`config.mk`:
```
export PLATFORM = sky130hd
export DESIGN_NAME = control_frame_composer
export DESIGN_NICKNAME = d
export VERILOG_FILES = /design/src/rtl/cfc_pkg.sv /design/src/rtl/cfc_in_reg.sv /design/src/rtl/cfc_emitter.sv /design/src/rtl/cfc_out_reg.sv /design/src/rtl/control_frame_composer.sv
export SDC_FILE = /design/constraint.sdc
export NUM_CORES = 1
export LEC_CHECK = 0
export ABC_AREA = 1
export CELL_PAD_IN_SITES_DETAIL_PLACEMENT = 1
export CELL_PAD_IN_SITES_GLOBAL_PLACEMENT = 2
export CORE_MARGIN = 10
export CORE_UTILIZATION = 36
export CTS_CLUSTER_DIAMETER = 40
export DETAILED_ROUTE_END_ITERATION = 10
export DONT_BUFFER_PORTS = 1
export HOLD_SLACK_MARGIN = 0.12
export MAX_ROUTING_LAYER = met4
export PLACE_DENSITY_LB_ADDON = 0.1
export SETUP_SLACK_MARGIN = 0.3
export SYNTH_ARGS = -nofsm -noshare
export SYNTH_HDL_FRONTEND = slang
export SYNTH_HIERARCHICAL = 1
export SYNTH_SLANG_ARGS = --single-unit
```
`constraint.sdc`:
```
create_clock -name clk -period 6 [get_ports clk]
set_input_delay 1.2 -clock clk [delete_from_list [all_inputs] [get_ports clk]]
set_output_delay 1.2 -clock clk [all_outputs]
set_load 0.02 [all_outputs]
```
`src/rtl/cfc_pkg.sv`:
```
`timescale 1ns / 1ps

package cfc_pkg;

    localparam int TDATA_IN_W  = 80;
    localparam int TDATA_OUT_W = 8;

    localparam logic       CMD_HEADER  = 1'b0;
    localparam logic       CMD_PAYLOAD = 1'b1;

    localparam logic [7:0]  MARK_D    = 8'h44;
    localparam logic [7:0]  MARK_S    = 8'h53;
    localparam logic [15:0] FIXED_LEN = 16'h0010;

    localparam logic [3:0] STEP_FIRST     = 4'd0;
    localparam logic [3:0] HDR_LAST_STEP  = 4'd14;
    localparam logic [3:0] HDR_CSUM_STEP  = 4'd15;
    localparam logic [3:0] PAY_CSUM_STEP  = 4'd1;

    typedef struct packed {
        logic        cmd;
        logic [7:0]  msg_kind;
        logic [7:0]  data_kind;
        logic [7:0]  dev_kind;
        logic [15:0] src_id;
        logic [15:0] dst_id;
        logic [15:0] payload_len;
        logic [7:0]  data_byte;
    } item_t;

    typedef struct packed {
        logic [7:0] data;
        logic       last;
    } beat_t;

    function automatic logic [7:0] header_byte(input logic [3:0] step, input item_t it);
        logic [15:0] total;
        logic [7:0]  info;
        logic [7:0]  b;
        total = it.payload_len + FIXED_LEN;
        info  = {it.msg_kind[3:1], it.data_kind[2:0], it.dev_kind[1:0]};
        case (step)
            4'd0:    b = MARK_D;
            4'd1:    b = MARK_S;
            4'd2:    b = MARK_D;
            4'd3:    b = MARK_S;
            4'd4:    b = info;
            4'd5:    b = total[15:8];
            4'd6:    b = total[7:0];
            4'd7:    b = it.src_id[15:8];
            4'd8:    b = it.src_id[7:0];
            4'd9:    b = it.dst_id[15:8];
            4'd10:   b = it.dst_id[7:0];
            default: b = 8'h00;
        endcase
        return b;
    endfunction

endpackage

```
`src/rtl/cfc_in_reg.sv`:
```
`timescale 1ns / 1ps

module cfc_in_reg
(
    input  logic                             clk,
    input  logic                             rst_n,
    input  logic                             s_axis_tvalid,
    output logic                             s_axis_tready,
    // msg_kind, data_kind, dev_kind, src_id, dst_id, payload_len, data_byte
    input  logic [cfc_pkg::TDATA_IN_W-1:0]   s_axis_tdata,
    // cmd
    input  logic                             s_axis_tuser,
    input  logic                             take,
    output logic                             item_valid,
    output cfc_pkg::item_t                   item
);
    import cfc_pkg::*;

    logic  valid_reg;
    logic  valid_next;
    item_t item_reg;
    logic  load;

    assign s_axis_tready = !valid_reg || take;
    assign load          = s_axis_tvalid && s_axis_tready;

    always_comb
    begin
        valid_next = valid_reg;
        if (load)
        begin
            valid_next = 1'b1;
        end
        else if (take)
        begin
            valid_next = 1'b0;
        end
    end

    always_ff @(posedge clk or negedge rst_n)
    begin
        if (!rst_n)
        begin
            valid_reg <= 1'b0;
        end
        else
        begin
            valid_reg <= valid_next;
        end
    end

    always_ff @(posedge clk)
    begin
        if (load)
        begin
            item_reg.cmd         <= s_axis_tuser;
            item_reg.msg_kind    <= s_axis_tdata[7:0];
            item_reg.data_kind   <= s_axis_tdata[15:8];
            item_reg.dev_kind    <= s_axis_tdata[23:16];
            item_reg.src_id      <= s_axis_tdata[39:24];
            item_reg.dst_id      <= s_axis_tdata[55:40];
            item_reg.payload_len <= s_axis_tdata[71:56];
            item_reg.data_byte   <= s_axis_tdata[79:72];
        end
    end

    assign item_valid = valid_reg;
    assign item       = item_reg;

endmodule

```
`src/rtl/cfc_emitter.sv`:
```
`timescale 1ns / 1ps

module cfc_emitter
(
    input  logic            clk,
    input  logic            rst_n,
    input  logic            item_valid,
    input  cfc_pkg::item_t  item,
    input  logic            out_ready,
    output logic            take,
    output logic            emit,
    output cfc_pkg::beat_t  beat
);
    import cfc_pkg::*;

    logic        frame_open_reg;
    logic        frame_open_next;
    logic [15:0] bytes_left_reg;
    logic [15:0] bytes_left_next;
    logic [7:0]  sum_reg;
    logic [7:0]  sum_next;
    logic [3:0]  step_reg;
    logic [3:0]  step_next;
    logic [7:0]  hdr_b;

    assign hdr_b = header_byte(step_reg, item);

    always_comb
    begin
        frame_open_next = frame_open_reg;
        bytes_left_next = bytes_left_reg;
        sum_next        = sum_reg;
        step_next       = step_reg;
        take            = 1'b0;
        emit            = 1'b0;
        beat            = '0;
        if (item_valid)
        begin
            if (item.cmd == CMD_HEADER)
            begin
                if (out_ready)
                begin
                    emit = 1'b1;
                    if (step_reg == HDR_CSUM_STEP)
                    begin
                        beat            = '{data: sum_reg, last: 1'b1};
                        frame_open_next = 1'b0;
                        bytes_left_next = '0;
                        sum_next        = '0;
                        step_next       = STEP_FIRST;
                        take            = 1'b1;
                    end
                    else
                    begin
                        beat     = '{data: hdr_b, last: 1'b0};
                        sum_next = (step_reg == STEP_FIRST) ? hdr_b : sum_reg + hdr_b;
                        if (step_reg == HDR_LAST_STEP && item.payload_len != '0)
                        begin
                            frame_open_next = 1'b1;
                            bytes_left_next = item.payload_len;
                            step_next       = STEP_FIRST;
                            take            = 1'b1;
                        end
                        else
                        begin
                            step_next = step_reg + 4'd1;
                        end
                    end
                end
            end
            else if (!frame_open_reg)
            begin
                // no open frame: drop
                take = 1'b1;
            end
            else if (out_ready)
            begin
                emit = 1'b1;
                if (step_reg == PAY_CSUM_STEP)
                begin
                    beat            = '{data: sum_reg, last: 1'b1};
                    frame_open_next = 1'b0;
                    bytes_left_next = '0;
                    sum_next        = '0;
                    step_next       = STEP_FIRST;
                    take            = 1'b1;
                end
                else
                begin
                    beat            = '{data: item.data_byte, last: 1'b0};
                    sum_next        = sum_reg + item.data_byte;
                    bytes_left_next = bytes_left_reg - 16'd1;
                    if (bytes_left_reg == 16'd1)
                    begin
                        step_next = PAY_CSUM_STEP;
                    end
                    else
                    begin
                        take = 1'b1;
                    end
                end
            end
        end
    end

    always_ff @(posedge clk or negedge rst_n)
    begin
        if (!rst_n)
        begin
            frame_open_reg <= 1'b0;
            bytes_left_reg <= '0;
            sum_reg        <= '0;
            step_reg       <= STEP_FIRST;
        end
        else
        begin
            frame_open_reg <= frame_open_next;
            bytes_left_reg <= bytes_left_next;
            sum_reg        <= sum_next;
            step_reg       <= step_next;
        end
    end

    // the checksum of a payload frame is still pending with no bytes left
    a_open_has_bytes: assert property (@(posedge clk) disable iff (!rst_n)
        (frame_open_reg && step_reg != PAY_CSUM_STEP) |-> bytes_left_reg != 16'd0)
        else $error("open frame with no bytes left");

    a_closed_no_bytes: assert property (@(posedge clk) disable iff (!rst_n)
        !frame_open_reg |-> bytes_left_reg == 16'd0)
        else $error("closed frame with bytes left");

    a_payload_step: assert property (@(posedge clk) disable iff (!rst_n)
        (item_valid && item.cmd == CMD_PAYLOAD)
        |-> (step_reg == STEP_FIRST || step_reg == PAY_CSUM_STEP))
        else $error("payload item at header step");

    a_take_restarts: assert property (@(posedge clk) disable iff (!rst_n)
        take |=> step_reg == STEP_FIRST)
        else $error("step not reset after item done");

endmodule

```
`src/rtl/cfc_out_reg.sv`:
```
`timescale 1ns / 1ps

module cfc_out_reg
(
    input  logic                             clk,
    input  logic                             rst_n,
    input  logic                             emit,
    input  cfc_pkg::beat_t                   beat,
    output logic                             out_ready,
    output logic                             m_axis_tvalid,
    input  logic                             m_axis_tready,
    // out_byte
    output logic [cfc_pkg::TDATA_OUT_W-1:0]  m_axis_tdata,
    output logic                             m_axis_tlast
);
    import cfc_pkg::*;

    logic  valid_reg;
    logic  valid_next;
    beat_t beat_reg;

    assign out_ready = !valid_reg || m_axis_tready;

    always_comb
    begin
        valid_next = valid_reg;
        if (emit)
        begin
            valid_next = 1'b1;
        end
        else if (m_axis_tready)
        begin
            valid_next = 1'b0;
        end
    end

    always_ff @(posedge clk or negedge rst_n)
    begin
        if (!rst_n)
        begin
            valid_reg <= 1'b0;
        end
        else
        begin
            valid_reg <= valid_next;
        end
    end

    always_ff @(posedge clk)
    begin
        if (emit)
        begin
            beat_reg <= beat;
        end
    end

    assign m_axis_tvalid = valid_reg;
    assign m_axis_tdata  = beat_reg.data;
    assign m_axis_tlast  = beat_reg.last;

endmodule

```
`src/rtl/control_frame_composer.sv`:
```
// Path: an item is held in the input register while the emitter turns it into bytes for the output register.
// A payload byte gives one output byte (two for the one that ends the frame, adding the
// checksum; none if no frame is open); a header gives 15 output bytes, 16 with an empty payload.
// The single output register sets the rate: one byte leaves per cycle while the receiver is ready.
// Reset: rst_n asynchronous, active low; clears both valid flags and the frame state.
`timescale 1ns / 1ps

module control_frame_composer
(
    input  logic                             clk,
    input  logic                             rst_n,
    input  logic                             s_axis_tvalid,
    output logic                             s_axis_tready,
    // msg_kind, data_kind, dev_kind, src_id, dst_id, payload_len, data_byte
    input  logic [cfc_pkg::TDATA_IN_W-1:0]   s_axis_tdata,
    // cmd
    input  logic                             s_axis_tuser,
    output logic                             m_axis_tvalid,
    input  logic                             m_axis_tready,
    // out_byte
    output logic [cfc_pkg::TDATA_OUT_W-1:0]  m_axis_tdata,
    // last_byte
    output logic                             m_axis_tlast
);
    import cfc_pkg::*;

    logic  take;
    logic  item_valid;
    item_t item;
    logic  out_ready;
    logic  emit;
    beat_t beat;

    cfc_in_reg u_in_reg
    (
        .clk           (clk),
        .rst_n         (rst_n),
        .s_axis_tvalid (s_axis_tvalid),
        .s_axis_tready (s_axis_tready),
        .s_axis_tdata  (s_axis_tdata),
        .s_axis_tuser  (s_axis_tuser),
        .take          (take),
        .item_valid    (item_valid),
        .item          (item)
    );

    cfc_emitter u_emitter
    (
        .clk        (clk),
        .rst_n      (rst_n),
        .item_valid (item_valid),
        .item       (item),
        .out_ready  (out_ready),
        .take       (take),
        .emit       (emit),
        .beat       (beat)
    );

    cfc_out_reg u_out_reg
    (
        .clk           (clk),
        .rst_n         (rst_n),
        .emit          (emit),
        .beat          (beat),
        .out_ready     (out_ready),
        .m_axis_tvalid (m_axis_tvalid),
        .m_axis_tready (m_axis_tready),
        .m_axis_tdata  (m_axis_tdata),
        .m_axis_tlast  (m_axis_tlast)
    );

endmodule

```
==> impl_metrics.json <==
{
  "ctsResizeCount": 0,
  "worstPathRequired_ns": 4.80,
  "post-route-drc-count": 0,
  "netlist_area_um2": 5990,
  "endpoint_kind": "output port",
  "grt_antenna_before_repair": 3,
  "yosysWarnings": 6,
  "setup_viol": 0,
  "drive_gt1_share_pct": 6.45,
  "clock_path_buffers": 2,
  "crit_type": "register to output port",
  "reg2reg_to": "u_emitter/sum_reg[6]",
  "p_per_area_nw_per_um2": 524,
  "multi_input_area_um2": 2600,
  "avgSynthCellArea_um2": 8.68,
  "crit_family": "simple AND/OR/NAND/NOR gates",
  "crit_top_cell": "nand2_1",
  "cp_num_buf_inv": 2,
  "pin_count": 96,
  "worst_skew_pair.late_latency_ns": 0.36,
  "htree_num_levels": 3,
  "overflow": 0,
  "ir_drop_uv": 196,
  "gr-max-usage-layer": "met2",
  "hold_buffers": 0,
  "cp-endpoint": "s_axis_tready",
  "cts_tree": "done",
  "rrSetupSlack_ns": 2.42,
  "dpl.hpwl_um": 13600,
  "initial_utilization_pct": 36.4,
  "crit_path_max_incr_delay_ns": 0.53,
  "synth_fp_nets": 800,
  "finalHoldViolations": 0,
  "row_count": 47,
  "grt_pass1_wl_um": 28300,
  "crit_chain": "inv_1 -> ha_1 -> nand2_1 -> nand2_1 -> o21ai_0 -> a31oi_1 -> inv_1 -> nand2_1",
  "drt_wl_total_um": 17800,
  "grt_max_degree": 66,
  "root_buffer": "clkbuf_16",
  "worstSetupPathDepth": 8,
  "status": "complete, no violations",
  "drt-initial-drc-count": 284,
  "die_h_um": 149,
  "timing.final.crit_share_pct": 65.3,
  "use_met2_pct": 25.7,
  "area_growth_pct": 8.66,
  "regArea_um2": 3000,
  "gr-usage-met3_pct": 4.55,
  "nets": 802,
  "timing.max_cap.violations": 0,
  "fin_crit_ns": 3.92,
  "reg2reg_from": "u_emitter/step_reg[1]",
  "avgViaCountPerCell": 5.19,
  "fp.dieArea_um2": 22200,
  "slowest_stage": "nand2_1",
  "drt.antenna.violating_nets": 0,
  "die_x_um": 149,
  "final.fill_count": 1938,
  "largest_reg_flops": 65,
  "path_clk_slew_ns": 0.08,
  "p_total_mw": 3.41,
  "critPathMaxFanout": 14,
  "fmax_mhz": 255,
  "slew_headroom_pct": 42.2,
  "tns_ns": 0,
  "core-area_um2": 16500,
  "routedWlPerCell_um": 19.4,
  "netlist_instances": 691,
  "p_leak_nw": 2.76,
  "portBuffers": 0,
  "vias": 4782,
  "first_global_vias": 5093,
  "clock-sinks": 105,
  "postCtsSetupBuffers": 0,
  "slew_violations": 0,
  "gr-usage-met1_pct": 21.9,
  "cp_data_arrival_time_ns": 2.72,
  "holdCritPathClass": "input pin to async pin",
  "whs_ns": 0.523,
  "gp_congestion": 0.860,
  "cts_made_buffers": 9,
  "rsz0062_at_grt": "no",
  "cp-start-kind": "register",
  "worst-slew-pin-transition_ns": 0.867,
  "grt_usage_pct": 16.9,
  "crit_start": "u_emitter/step_reg[1]",
  "finClkSkew_ns": 0.0125,
  "firstDrtPassIters": 4,
  "reg2regPathDepth": 17
}
-- per-layer routing --
metal  routed length [µm]  vias to the layer above
li1                     -                     2384
met1                 8690                     2300
met2                 8120                       91
met3                  865                        7
met4                  167                        0
met5                    0                        -
-- metrics by stage --
step / area (µm²) / util [%] / worst slack, ns / cells
6_report: 6510 / 39.6 / 2.08 / 921
4_1_cts: 6510 / 39.5 / 2.02 / 918
3_3_place_gp: 6210 / 37.7 / 2.39 / 902
5_1_grt: 6510 / 39.6 / 1.86 / 921
2_1_floorplan: 5990 / - / 0.364 / 691
3_5_place_dp: 6210 / 37.7 / 2.37 / 902
-- power breakdown --
group / internal, mW / leakage (nW) / switching, mW
Sequential: 1.01 / 1.08 / 0.225
Clock: 0.294 / 0.145 / 0.293
Combinational: 0.522 / 1.54 / 1.07
-- worst min-delay path by stage --
stage	depth (start not counted)	slack, ns	startpoint	end
after CTS	0	0.50	rst_n	u_emitter/bytes_left_reg[10]
after floorplan	2	0.47	u_emitter/bytes_left_reg[6]	u_emitter/bytes_left_reg[6]
after global routing	0	0.50	rst_n	u_emitter/bytes_left_reg[10]
after global placement	2	0.50	u_emitter/bytes_left_reg[4]	u_emitter/bytes_left_reg[4]
final	0	0.52	rst_n	u_emitter/bytes_left_reg[10]
after detailed placement	2	0.51	u_emitter/bytes_left_reg[4]	u_emitter/bytes_left_reg[4]
-- area by class of cell --
class                      instances  share of cell area (%)
sequential                       105                    46.0
antenna                            3                   0.115
clock inverter                     7                    1.06
tap                              220                    4.23
inverter                          86                    5.09
clock buffer                       9                    3.46
timing repair buffer               1                   0.115
multi-input combinational        490                    39.9
-- placed cells by master, fill, tap and decap left out, types with 2 or more instances in the layout --
master	n
nand2_2	4
nand3_1	48
inv_4	3
inv_1	78
xor2_1	4
nor3_1	11
a22oi_1	4
inv_2	4
or2_2	4
edfxtp_1	74
o21ai_1	5
dfrtp_1	31
nand4_1	28
o211ai_1	4
o21ai_0	45
a31oi_1	9
a211oi_1	2
inv_8	2
o21a_1	2
a21oi_4	2
clkbuf_16	9
nand2_1	166
nor2_1	59
fa_1	2
a221oi_1	2
diode_2	3
o21bai_1	3
nor2_2	3
inv_6	3
ha_1	22
o22ai_1	4
a21oi_1	41
nand2_4	3
Power figures use the tool's default switching activity.
